`config.mk`:
```
export PLATFORM = sky130hd
export DESIGN_NAME = acs_divider
export DESIGN_NICKNAME = d
export VERILOG_FILES = /design/src/design/acs_divider.sv
export SDC_FILE = /design/constraint.sdc
export NUM_CORES = 1
export LEC_CHECK = 0
export BUFFER_PORTS_ARGS = -buffer_cell sky130_fd_sc_hd__buf_2
export CAP_MARGIN = 0
export CORE_MARGIN = 3
export CORE_UTILIZATION = 40
export CTS_CLUSTER_DIAMETER = 200
export DETAILED_ROUTE_END_ITERATION = 16
export PLACE_DENSITY = 0.64
export SETUP_SLACK_MARGIN = 0.1
export SLEW_MARGIN = 25
export SYNTH_ARGS = -nofsm -noshare
export SYNTH_HDL_FRONTEND = slang
export SYNTH_SLANG_ARGS = --single-unit
```
`constraint.sdc`:
```
create_clock -name clk_i -period 2.99 [get_ports clk_i]
set_clock_uncertainty 0.2 [all_clocks]
set_input_delay 0.598 -clock clk_i [delete_from_list [all_inputs] [get_ports clk_i]]
set_output_delay 0.598 -clock clk_i [all_outputs]
set_load 0.01 [all_outputs]
```
`src/design/acs_divider.sv`:
```
// acs_divider: restoring divider, one quotient bit per cycle, ceiling result.
// No package dependencies.
module acs_divider #(
  parameter int DIVIDEND_W = 16,
  parameter int DIVISOR_W  = 7,
  localparam int CntW      = $clog2(DIVIDEND_W)
) (
  input  logic                  clk_i,
  input  logic                  rst_ni,
  input  logic                  start_i,
  input  logic [DIVIDEND_W-1:0] dividend_i,
  input  logic [DIVISOR_W-1:0]  divisor_i,
  output logic                  done_o,
  output logic [DIVIDEND_W-1:0] quot_o
);

  logic                  busy_q, done_q;
  logic [CntW-1:0]       cnt_q;
  logic [DIVIDEND_W-1:0] dvd_q;
  logic [DIVISOR_W-1:0]  r_q, d_q, r_d;
  logic [DIVISOR_W:0]    trial, diff;
  logic                  ge;

  always_comb begin
    trial = {r_q, dvd_q[DIVIDEND_W-1]};
    diff  = trial - {1'b0, d_q};
    ge    = trial >= {1'b0, d_q};
    r_d   = ge ? diff[DIVISOR_W-1:0] : trial[DIVISOR_W-1:0];
  end

  always_ff @(posedge clk_i or negedge rst_ni) begin
    if (!rst_ni) begin
      busy_q <= 1'b0;
      done_q <= 1'b0;
      cnt_q  <= '0;
    end else if (start_i) begin
      busy_q <= 1'b1;
      done_q <= 1'b0;
      cnt_q  <= CntW'(DIVIDEND_W - 1);
    end else if (busy_q) begin
      cnt_q <= cnt_q - 1'b1;
      if (cnt_q == '0) begin
        busy_q <= 1'b0;
        done_q <= 1'b1;
      end
    end else begin
      done_q <= 1'b0;
    end
  end

  always_ff @(posedge clk_i) begin
    if (start_i) begin
      dvd_q <= dividend_i;
      r_q   <= '0;
      d_q   <= divisor_i;
    end else if (busy_q) begin
      dvd_q <= {dvd_q[DIVIDEND_W-2:0], ge};
      r_q   <= r_d;
    end
  end

  // round up when a remainder is left
  assign quot_o = dvd_q + DIVIDEND_W'(r_q != '0);
  assign done_o = done_q;

endmodule

```
After elaboration in Yosys (flattened, before gate mapping)
Index checks and enable logic that the tools add are counted.
Storage, ports and cells
  flip-flop bits (word level): 36
  bits of input ports: 26
  output and inout bits: 17
  word-level logic and storage cells: 25
Cells by class
  add/sub/neg operators: 3
  magnitude comparators: 1
  equal/unequal tests: 1
  muxes and demuxes: 11
  reduce and logical (&&, ||, !) cells: 3
Operators by type and width (number)
  $mux W16: 2
  $add A16 B1 Y16: 1
  $ge A8 B7 Y1: 1
  $mux W4: 2
  $mux W7: 1
  $reduce_bool A7 Y1: 1
  $sub A7 B7 Y7: 1
  $mux W1: 6
  $logic_not A4 Y1: 1
  $sub A4 B1 Y4 const B: 1
  $ne A3 B2 Y1 const B: 1
  $reduce_bool A2 Y1: 1

Longest topological paths before layout
  word-level depth: 4
  mapped depth: 8

Worst setup path after synthesis
OpenSTA, ideal clock, no wires.
  path kind: reg-to-output
  start: register r_q[2]
  end: output quot_o[12]
  arrival: 1.591 ns
  data required time: 2.192 ns
  slack: 0.601 ns
  stages on the path, launching flop included: 9
  buffers on the path: 0
  cells stage by stage: dfxtp_1 nor3_1 nand2_1 ha_1 ha_1 inv_1 nor4_1 nand2_1 xnor2_1
Between the ends
  cells in the longest elaborated chain, start to end: 2
Ends and longest elaborated chain
  from (decl): RTL line 20  | logic [DIVISOR_W-1:0] r_q, d_q, r_d;
  from (signal assigned): RTL line 58  | r_q <= r_d;
  $reduce_bool A7 Y1: RTL line 63  | assign quot_o = dvd_q + DIVIDEND_W'(r_q != '0);
  $add A16 B1 Y16: RTL line 63
  to (decl): RTL line 14  | output logic [DIVIDEND_W-1:0] quot_o
Every way passes these cells.

Worst setup path in the final report
  start: register r_q[4]
  end: output quot_o[14]
The elaborated chain is that of the path after synthesis.

==> results.cfg <==
[critical_path]
worstPathCellList = nor4_1 -> nand2_1 -> ha_2 -> ha_4 -> inv_1 -> nor4_4 -> nand2_1 -> xnor2_1 -> buf_2
crit_type = reg -> out
cpPeakStageDelay_ns = 0.34
cp_max_fo = 5
worstPathRequired_ns = 2.19
start_kind = flip-flop
worst_path_most_repeated_cell = nand2_1
worst-path-buf-inv = 2
critPathSlowestCell = dfxtp_2
cp-end-kind = output pin
crit_arrival_ns = 1.94
crit_family = simple AND/OR/NAND/NOR gates

[detailed_routing]
via_count = 1730
wl_per_cell_um = 13.9
drt-initial-drc-count = 85
postRouteAntennaNets = 0
remaining_drc_errors = 0
viasPerCell = 5.23
routed_wl_mm = 4.60
drt-pass1-iter-count = 4

[status]
status = finished, final reports clean

[global_route]
grt_pass1_vias = 1618
overflow = 0
track_usage = 0.150
grt_max_degree = 25
antenna_found_initial = 0
grt_pass1_wl_mm = 7.77

[synthesis]
synth_simple_gate_area_share = 0.204
synth_area_um2 = 2290
synth_cell_type_count = 55
synth_top_family_by_area = simple AND/OR/NAND/NOR gates
async_flop_share = 0.167
synth_seq_cells = 36
synth-seq-area-share = 0.428
ys.flop_type = edfxtp_1
post_synth_xor_area_fraction = 0.0688
muxShareOfSynthArea = 0.0786
ys_warn_count = 0
synthAdderAreaFrac = 0.0633
synthCells = 215
synth_edf_count = 23
syn_area_per_cell_um2 = 10.7
synth_compound_area_frac = 0.116
syn_nets = 252

[clock_tree]
clk_path_buf_depth = 2
h-tree-depth = 2
cts-root-buf = clkbuf_8
clk_pin_slew_ns = 0.07
cts_tree = done
postCtsSetupBuffers = 0
clock_latency_ns = 0.28
clock_sinks = 36
numCtsBuffers = 5

[cells_and_area]
syn2layout_area_growth_pct = 20.1
layout_commonest_cell = buf_2
fill_cells = 520
mostFrequentLayoutCells = buf_2 (42), edfxtp_1 (23), nand2_1 (16), mux2_2 (16), inv_1 (14)
diodes = 0
utilization = 0.516
fin_cells = 331
drive_gt1_frac = 0.349
nNetsFinal = 297
final_area_um2 = 2750

[timing]
relSlewSlack = 0.548
tns_ns = 0
hold_viol = 0
worst_slew_pin_slew_ns = 0.677
setup_viol = 0
slew_violations = 0
period_share = 0.916
fin_crit_ns = 2.74
grt_setup_unrepaired = no
holdWs_ns = 0.284
max_freq_ghz = 0.365

[job]
maxCapViolCount = 0

[floorplanning]
top_level_ports = 43
row_count = 26
dieArea_um2 = 6670
core-area_um2 = 5340
initial_core_util = 0.430
die-height_um = 81.7
dieWidth_um = 81.7

[pwr]
p_leak_uw = 0.00114
power.density_nw_per_um2 = 673
peakVddDrop_mv = 0.385

[place]
place_congestion = 0.892
dp_cells = 322
dp.final_hpwl_mm = 3.56
io_buffers = 42
dpl_cell_area_um2 = 2570

[worst_hold_path]
hold_class = in -> reg
[flip-flops by register name, indices dropped and copies added (netlist names)]
signal and flops:
cnt_q 4, dvd_q 16, busy_q 1, r_q 7, d_q 7, done_o 1
[layer usage]
layer,vias to the layer above,part of all wire,global-route usage,wire [um]
met1,793,0.49,0.224,2260
li1,890,-,-,-
met5,-,0,0,0
met3,5,0.040,0.0318,186
met4,0,0.011,0.0432,51
met2,42,0.46,0.219,2100
[cells by family (layout without fill, tap and decap cells)]
family / count (synthesis) / after routing
and+or+nand+nor: 80 / 80
DFF: 36 / 36
AOI/OAI and AO/OA: 32 / 32
buffers and inverters: 22 / 68
xor gates and xnor gates: 18 / 18
muxes: 16 / 16
adders and majority gates: 11 / 11
[stage by stage]
step | total power (uW) | worst slack [ns]
finish | 1850 | 0.252
global route | 1970 | 0.120
CTS | 1840 | 0.106
detailed placement | 1350 | 0.373
global placement | 1360 | 0.421
floorplan | 1180 | 0.601
[synthesized netlist by cell type, drive strengths merged, types with 2 or more instances]
cell     n  area, um2
mux2    16        180
nor3b    7       52.6
xor2     5       43.8
or2      2       12.5
a211oi   5       47.5
ha      10        125
or3b     2       17.5
o31ai    3       22.5
nand3b   2       15.0
nand3    9       55.1
clkbuf   4       15.0
a21o     2       15.0
nor2b    2       12.5
dfrtp    6        150
a41oi    3       26.3
nor4     3       25.0
nand2b   7       46.3
nand4    5       31.3
and3     2       12.5
o311ai   3       26.3
nand2   16       60.1
o21ai    4       20.0
and4     2       17.5
inv     14       52.6
nor2    12       47.6
dfxtp    7        140
a21oi    2       10.0
buf      4       27.5
nor3     4       20.0
xnor2   13        114
edfxtp  23        691
[worst paths after layout]
| check | start | end | slack [ns] | cells past startpoint |
|---|---|---|---|---|
| min | divisor_i[5] | d_q[5]$_DFFE_PP_ | 0.28 | 1 |
| max in group asynchronous | rst_ni | cnt_q[1]$_DFFE_PN0P_ | 1.99 | 2 |
| max | r_q[4]$_SDFFE_PP0P_ | quot_o[14] | 0.25 | 9 |
| min reg2reg | r_q[2]$_SDFFE_PP0P_ | r_q[2]$_SDFFE_PP0P_ | 0.32 | 2 |
| max reg2reg | dvd_q[15]$_DFFE_PP_ | r_q[4]$_SDFFE_PP0P_ | 0.53 | 7 |
| min in group asynchronous | rst_ni | done_o$_DFFE_PN0P_ | 0.46 | 2 |
[report_power, final]
part | internal, uW | total (uW) | switching [uW]
Clock | 294 | 469 | 175
Sequential | 618 | 692 | 75.0
Combinational | 320 | 692 | 372
[final cells by class]
type                            count  area, um2  area share
Multi-Input combinational cell    157       1250       0.456
Tap cell                           70       87.6      0.0318
Sequential cell                    36        990       0.359
Clock inverter                      1       30.0      0.0109
Inverter                           14       52.6      0.0191
Clock buffer                        7       96.3      0.0350
Timing Repair Buffer               46        243      0.0881
[timing repair]
item,in CTS,in global routing
hold buffers,1,0
endpoints found under the hold margin,6,0
resized for setup,1,12
setup endpoints to repair,2,6
pin swaps,0,1
Note: power is estimated with default switching activity, not from simulation.
