===== src/design/acs_pkg.sv =====
// acs_pkg: shared types and constants for the affinity chunk scheduler.
// No dependencies; compiled first.
package acs_pkg;

  localparam int OP_W       = 1;
  localparam int WORKER_W   = 6;
  localparam int FIELD_W    = 16;
  localparam int CFG_NW_W   = 7;
  localparam int CFG_TOT_W  = 16;
  localparam int APB_ADDR_W = 3;
  localparam int APB_DATA_W = 32;

  // operation codes
  localparam logic [OP_W-1:0] OP_BEGIN   = 1'b0;
  localparam logic [OP_W-1:0] OP_REQUEST = 1'b1;

  // register indexes (paddr[2])
  localparam logic REG_NUM_WORKERS = 1'b0;
  localparam logic REG_TOTAL_ITERS = 1'b1;

  localparam logic [CFG_NW_W-1:0]  NUM_WORKERS_RESET = 7'd4;
  localparam logic [CFG_TOT_W-1:0] TOTAL_ITERS_RESET = 16'd729;

  // control travelling with the token along the cell row
  typedef struct packed {
    logic valid;
    logic part;   // 1: partition pass, 0: scan pass
  } tok_ctl_t;

endpackage


===== src/design/acs_cell.sv =====
// acs_cell: one worker's block state plus one stage of the token row.
// Depends on acs_pkg.
module acs_cell import acs_pkg::*; #(
  parameter int MAX_WORKERS = 64,
  parameter int ITER_WIDTH  = 16,
  parameter int IDX         = 0,
  localparam int IdxW       = (MAX_WORKERS > 1) ? $clog2(MAX_WORKERS) : 1,
  localparam int NwW        = $clog2(MAX_WORKERS + 1)
) (
  input  logic                  clk_i,
  input  logic                  rst_ni,
  input  logic [NwW-1:0]        nw_i,
  input  logic [ITER_WIDTH-1:0] ipt_i,
  input  logic [ITER_WIDTH-1:0] tot_i,
  input  logic                  wr_en_i,
  input  logic [IdxW-1:0]       wr_idx_i,
  input  logic [ITER_WIDTH-1:0] wr_rem_i,
  input  tok_ctl_t              ctl_i,
  input  logic [WORKER_W-1:0]   worker_i,
  input  logic [ITER_WIDTH-1:0] own_rem_i,
  input  logic [ITER_WIDTH-1:0] own_end_i,
  input  logic [IdxW-1:0]       own_idx_i,
  input  logic [ITER_WIDTH-1:0] best_rem_i,
  input  logic [ITER_WIDTH-1:0] best_end_i,
  input  logic [IdxW-1:0]       best_idx_i,
  input  logic [ITER_WIDTH-1:0] lo_i,
  output tok_ctl_t              ctl_o,
  output logic [WORKER_W-1:0]   worker_o,
  output logic [ITER_WIDTH-1:0] own_rem_o,
  output logic [ITER_WIDTH-1:0] own_end_o,
  output logic [IdxW-1:0]       own_idx_o,
  output logic [ITER_WIDTH-1:0] best_rem_o,
  output logic [ITER_WIDTH-1:0] best_end_o,
  output logic [IdxW-1:0]       best_idx_o,
  output logic [ITER_WIDTH-1:0] lo_o
);

  logic [ITER_WIDTH-1:0] rem_q, rem_d, end_q, end_d;
  tok_ctl_t              ctl_q;
  logic [WORKER_W-1:0]   worker_q;
  logic [ITER_WIDTH-1:0] own_rem_q, own_rem_d, own_end_q, own_end_d;
  logic [IdxW-1:0]       own_idx_q, own_idx_d, best_idx_q, best_idx_d;
  logic [ITER_WIDTH-1:0] best_rem_q, best_rem_d, best_end_q, best_end_d;
  logic [ITER_WIDTH-1:0] lo_q, lo_d, hi;
  logic [ITER_WIDTH:0]   sum;
  logic                  active, match;

  always_comb begin
    active = NwW'(IDX) < nw_i;
    // requester maps here when worker mod MAX_WORKERS equals this index
    match = 1'b0;
    for (int k = 0; k < 2**WORKER_W; k++) begin
      if (IDX + k * MAX_WORKERS < 2**WORKER_W) begin
        match = match | (worker_i == WORKER_W'(IDX + k * MAX_WORKERS));
      end
    end
    sum = {1'b0, lo_i} + {1'b0, ipt_i};
    hi  = (sum > {1'b0, tot_i}) ? tot_i : sum[ITER_WIDTH-1:0];

    rem_d      = rem_q;
    end_d      = end_q;
    own_rem_d  = own_rem_i;
    own_end_d  = own_end_i;
    own_idx_d  = own_idx_i;
    best_rem_d = best_rem_i;
    best_end_d = best_end_i;
    best_idx_d = best_idx_i;
    lo_d       = lo_i;

    if (ctl_i.valid && ctl_i.part) begin
      if (active) begin
        rem_d = hi - lo_i;
        end_d = hi;
        lo_d  = hi;
      end else begin
        rem_d = '0;
        end_d = '0;
      end
    end else if (ctl_i.valid) begin
      if (match && rem_q != '0) begin
        own_rem_d = rem_q;
        own_end_d = end_q;
        own_idx_d = IdxW'(IDX);
      end
      // strict compare keeps the lowest index on ties
      if (active && rem_q > best_rem_i) begin
        best_rem_d = rem_q;
        best_end_d = end_q;
        best_idx_d = IdxW'(IDX);
      end
    end

    if (wr_en_i && wr_idx_i == IdxW'(IDX)) begin
      rem_d = wr_rem_i;
    end
  end

  always_ff @(posedge clk_i or negedge rst_ni) begin
    if (!rst_ni) begin
      rem_q <= '0;
      end_q <= '0;
      ctl_q <= '0;
    end else begin
      rem_q <= rem_d;
      end_q <= end_d;
      ctl_q <= ctl_i;
    end
  end

  always_ff @(posedge clk_i) begin
    worker_q   <= worker_i;
    own_rem_q  <= own_rem_d;
    own_end_q  <= own_end_d;
    own_idx_q  <= own_idx_d;
    best_rem_q <= best_rem_d;
    best_end_q <= best_end_d;
    best_idx_q <= best_idx_d;
    lo_q       <= lo_d;
  end

  assign ctl_o      = ctl_q;
  assign worker_o   = worker_q;
  assign own_rem_o  = own_rem_q;
  assign own_end_o  = own_end_q;
  assign own_idx_o  = own_idx_q;
  assign best_rem_o = best_rem_q;
  assign best_end_o = best_end_q;
  assign best_idx_o = best_idx_q;
  assign lo_o       = lo_q;

endmodule


===== config.mk =====
export PLATFORM = sky130hd
export DESIGN_NAME = acs_cell
export DESIGN_NICKNAME = d
export VERILOG_FILES = /design/src/design/acs_pkg.sv /design/src/design/acs_cell.sv
export SDC_FILE = /design/constraint.sdc
export NUM_CORES = 1
export LEC_CHECK = 0
export BUFFER_PORTS_ARGS = -buffer_cell sky130_fd_sc_hd__buf_2
export CELL_PAD_IN_SITES_DETAIL_PLACEMENT = 1
export CELL_PAD_IN_SITES_GLOBAL_PLACEMENT = 2
export CORE_MARGIN = 2
export CORE_UTILIZATION = 29
export DETAILED_ROUTE_END_ITERATION = 10
export GPL_TIMING_DRIVEN = 0
export PLACE_DENSITY_LB_ADDON = 0.2
export SYNTH_ARGS = -nofsm -noshare
export SYNTH_HDL_FRONTEND = slang
export SYNTH_SLANG_ARGS = --single-unit

===== constraint.sdc =====
create_clock -name clk_i -period 2.8 [get_ports clk_i]
set_clock_uncertainty 0.05 [all_clocks]
set_input_delay 0.28 -clock clk_i [delete_from_list [all_inputs] [get_ports clk_i]]
set_output_delay 0.28 -clock clk_i [all_outputs]
set_load 0.05 [all_outputs]

# Yosys cells after proc, flatten, opt, wreduce, memory -nomap -nowiden
# Index checks and enable logic that the tools add are counted.
totals:
  reg_bits: 132
  word_cells: 50
op_classes:
  addsub: 2
  n_lt_le_gt_ge: 3
  mux: 25
  n_reduce_logical: 8
ops:
  columns: ["operator", "count"]
  rows:
  - ["$mux W16", 19]
  - ["$mux W6", 6]
  - ["$add A16 B16 Y17", 1]
  - ["$gt A17 B16 Y1", 1]
  - ["$gt A16 B16 Y1", 1]
  - ["$reduce_bool A16 Y1", 1]
  - ["$sub A16 B16 Y16", 1]
  - ["$logic_not A6 Y1", 2]
  - ["$lt A1 B7 Y1 const A", 1]
  - ["$logic_and A1 B1 Y1", 4]
  - ["$reduce_bool A2 Y1", 1]

# Depth between registers and ports, before layout
depth:
  depth_word: 7
  ltp_mapped: 29
  mapped_depth_nobuf: 28

# Least setup slack after synthesis
# No wires, ideal clock.
synth_timing:
  kind: "input -> register"
  startpoint: "in ipt_i[0]"
  endpoint: "reg rem_q[14]"
  arrival_time_ps: 5592
  required_time_ps: 2621
  slack_ps: -2971
  path_stages: 26
  n_path_buf: 1
  cell_sequence: "ha_1 > fa_1 > a211oi_1 > nor2_1 > o21ba_2 > o221ai_4 > o21ai_0 > xor2_1 > ha_1 > or4_1 > nor3_1 > a211oi_2 > a21oi_4 > buf_6 > mux2i_1 > ha_1 > fa_1 > nor2b_1 > o21a_1 > o21a_1 > o211ai_1 > a21oi_1 > nor4_1 > nor4b_1 > mux2i_1 > a21oi_1"
synth_via:
  elab_chain_len: 7
synth_lines:
  columns: ["item", "line", "text"]
  rows:
  - ["from (decl)", "acs_cell.sv:13", "input logic [ITER_WIDTH-1:0] ipt_i,"]
  - ["$add A16 B16 Y17 (*)", "acs_cell.sv:57", "sum = {1'b0, lo_i} + {1'b0, ipt_i};"]
  - ["$gt A17 B16 Y1", "acs_cell.sv:58", "hi = (sum > {1'b0, tot_i}) ? tot_i : sum[ITER_WIDTH-1:0];"]
  - ["$mux W16 (*)", "acs_cell.sv:58", null]
  - ["$sub A16 B16 Y16 (*)", "acs_cell.sv:72", "rem_d = hi - lo_i;"]
  - ["$mux W16 (*)", "acs_cell.sv:71", "if (active) begin"]
  - ["$mux W16 (*)", "acs_cell.sv:70", "if (ctl_i.valid && ctl_i.part) begin"]
  - ["$mux W16 (*)", "acs_cell.sv:93", "if (wr_en_i && wr_idx_i == IdxW'(IDX)) begin"]
  - ["to (signal assigned)", "acs_cell.sv:104", "rem_q <= rem_d;"]
  - ["to (decl)", "acs_cell.sv:38", "logic [ITER_WIDTH-1:0] rem_q, rem_d, end_q, end_d;"]
# Every way passes the cells marked *; elsewhere a longest branch is shown, timed or not. The select of a mux whose other input is x is not followed.
# A chain may end at the register's enable or synchronous reset.

# Final worst setup path
layout_timing:
  startpoint: "in lo_i[6]"
  endpoint: "reg rem_q[12]"
layout_via:
  elab_chain_len: 7
layout_lines:
  columns: ["item", "line", "text"]
  rows:
  - ["from (decl)", "acs_cell.sv:26", "input logic [ITER_WIDTH-1:0] lo_i,"]
  - ["$add A16 B16 Y17", "acs_cell.sv:57", null]
  - ["$gt A17 B16 Y1", "acs_cell.sv:58", null]
  - ["$mux W16", "acs_cell.sv:58", null]
  - ["$sub A16 B16 Y16 (*)", "acs_cell.sv:72", null]
  - ["$mux W16 (*)", "acs_cell.sv:71", null]
  - ["$mux W16 (*)", "acs_cell.sv:70", null]
  - ["$mux W16 (*)", "acs_cell.sv:93", null]
# Marks and branches as above.

==> results.sh <==
export IMPL_outcome="complete, but fails checks"
export IMPL_violations="negative setup slack"
export IMPL_final_cell_mix="259 x buf_2, 98 x dfxtp_1, 64 x mux2_2"
export IMPL_stdcell_area_um2=10560
export IMPL_cts_clk_slew_worst_paths_ns=0.06
export IMPL_grt_pass1_wl_mm=39.14
export IMPL_fin_ws_ns=-3.031
export IMPL_slew_headroom=0.1540
export IMPL_die_h_um=158.7
export IMPL_die_area_um2=25200
export IMPL_mostFrequentLayoutCell="buf_2"
export IMPL_place_hpwl_mm=19.90
export IMPL_synth_seq_cells=132
export IMPL_antenna_cells=0
export IMPL_routedWlPerCell_um=18.63
export IMPL_layout_area_overhead_vs_synth_pct=52.07
export IMPL_rsz0062_at_grt="true"
export IMPL_first_global_vias=6824
export IMPL_postSynthCellCount=688
export IMPL_cts_tree="done"
export IMPL_cts_buffer_depth=2
export IMPL_drtIter0Drc=169
export IMPL_num_io_pins=264
export IMPL_cp_max_fo=4
export IMPL_dieWidth_um=158.7
export IMPL_maxCapViolCount=0
export IMPL_finalCritPeriodShare=2.083
export IMPL_post_route_drc_count=0
export IMPL_whs_ns=0.01390
export IMPL_cts_buffers=17
export IMPL_setup_viol=48
export IMPL_max_vdd_ir_drop_mv=0.4196
export IMPL_synth_cell_types=69
export IMPL_clock_latency_ns=0.41
export IMPL_floorplan_initialDensity=0.2958
export IMPL_synth_area_um2=6944
export IMPL_yosys_warnings=0
export IMPL_antenna_left=0
export IMPL_core_area_um2=23470
export IMPL_hold_class="in2reg"
export IMPL_wl_mm=25.48
export IMPL_htreeDepth=4
export IMPL_criticalPathCategory="in2reg"
export IMPL_arrival_ns=6.05
export IMPL_syn_nets=918
export IMPL_ys_seq_area_frac=0.4050
export IMPL_tightest_slew_ns=1.259
export IMPL_async_reset_ff_frac=0.2576
export IMPL_finalCriticalPeriod_ns=5.831
export IMPL_fmax_mhz=171.5
export IMPL_grt_max_degree=35
export IMPL_nNetsFinal=1266
export IMPL_routed_via_density=4.727
export IMPL_p_leak_uw=0.005078
export IMPL_track_usage=0.2005
export IMPL_start_kind="primary input"
export IMPL_ys_flop_type="dfxtp_1"
export IMPL_num_vias=6467
export IMPL_fp_row_count=56
export IMPL_powerDensity_nw_per_um2=798.3
export IMPL_overflow=0
export IMPL_slew_viol_final=0
export IMPL_fin_util=0.4499
export IMPL_synth_edf_count=0
export IMPL_crit_required_ns=3.02
export IMPL_drive_above_1_share=0.5148
export IMPL_portBuffers=263
export IMPL_drtPass1Iterations=4
export IMPL_numClockSinks=132
export IMPL_placed_area_um2=8837
export IMPL_postSynthAreaPerCell_um2=10.09
export IMPL_antenna_found_initial=1
export IMPL_finalHoldViolCount=0
export IMPL_gp_congestion=0.7898
export IMPL_root_buffer="clkbuf_16"
export IMPL_end_kind="flop"
-- power by group --
part,switching [uW],internal [uW],total (uW)
Combinational,2010,1670,3690
Sequential,334,2210,2540
Clock,896,1310,2210
-- cell type report --
type / count / area [um2]
multi-input combinational: 482 / 4482
buffer: 19 / 102.6
tap: 319 / 399.1
clock inverter: 13 / 121.4
inverter: 55 / 209.0
fill: 2668 / 12910
sequential: 132 / 2814
clock buffer: 19 / 464.2
timing repair buffer: 329 / 1968
-- cells by family (layout without fill, tap and decap cells) --
kind of cell	after synthesis	count (layout)	share of synthesized area
muxes	77	77	0.1261
AOI/OAI and AO/OA	146	146	0.1477
DFF	132	132	0.4050
buffers and inverters	74	435	0.04234
adders and majority gates	66	66	0.1211
and+or+nand+nor	173	173	0.1324
xor gates and xnor gates	20	20	0.02523
-- repair_timing --
| action | in CTS | in global routing |
|---|---|---|
| setup endpoints to repair | 62 | 81 |
| hold buffers | 13 | 0 |
| resized for setup | 71 | 77 |
| endpoints found under the hold margin | 46 | 0 |
| cloned | 0 | 0 |
| pin swaps | 14 | 38 |
| buffers inserted | 35 | 22 |
-- path summary, 6_finish.rpt --
kind / startpoint / end / slack, ns / cells after the start
worst max-delay path: lo_i[6] / rem_q[12] / -3.03 / 27
worst min-delay path: own_idx_i[4] / own_idx_o[4] / 0.01 / 2
worst max register to register: rem_q[15] / best_rem_o[13] / 0.12 / 7
worst min register to register: end_q[10] / end_q[10] / 0.46 / 1
max in group asynchronous: rst_ni / rem_q[1] / 1.66 / 2
min in group asynchronous: rst_ni / end_q[13] / 0.45 / 2
-- layer usage --
metal	track usage	vias to the layer above	wire length, um
met5	0	-	13
met4	0.05880	2	422
met3	0.03710	27	985
met2	0.3595	176	12890
met1	0.2436	3113	11170
li1	-	3149	-
-- Yosys cell counts, types with 15 or more instances --
cell,n,share of area
dfxtp_1,98,0.28
a21o_1,29,0.031
dfrtp_1,34,0.12
mux2_2,72,0.12
a21oi_1,31,0.022
nand2_1,24,0.013
nor2_1,53,0.029
nor2b_1,15,0.014
and2_1,21,0.019
ha_1,64,0.12
inv_1,55,0.030
xnor2_1,15,0.019
o21ai_0,28,0.020
-- flip-flops by register name, indices dropped and copies added (netlist names) --
signal / flops
best_end_o: 16
best_idx_o: 6
best_rem_o: 16
ctl_o: 2
end_q: 16
lo_o: 16
own_end_o: 16
own_idx_o: 6
own_rem_o: 16
rem_q: 16
worker_o: 6
-- through the flow --
step | power [uW] | setup TNS, ns | std cells | setup WS (ns)
6_report | 8430 | -82.90 | 1368 | -3.031
4_1_cts | 8106 | -79.54 | 1350 | -2.914
3_3_place_gp | 5377 | -113.65 | 1270 | -3.940
2_1_floorplan | 4483 | -70.26 | 688 | -2.708
5_1_grt | 8904 | -87.97 | 1368 | -3.172
3_5_place_dp | 5412 | -116.22 | 1270 | -4.005
-- critical path: stages --
cell      delay (ns)
buf_8           0.10
ha_4            0.15
or3_4           0.40
a311oi_4        0.33
or3_4           0.23
a21oi_4         0.06
o21a_1          0.18
or3_4           0.33
and2_4          0.17
ha_4            0.14
or4_4           0.45
nor2_2          0.12
nor3b_4         0.24
a211oi_4        0.07
a21oi_4         0.22
buf_6           0.17
buf_6           0.10
mux2_4          0.32
ha_4            0.23
a21o_1          0.20
or3_4           0.38
o211ai_1        0.25
a21oi_2         0.11
o21a_1          0.18
or3_1           0.31
a32oi_1         0.21
a21oi_1         0.10
(Power assumes the default switching activity.)
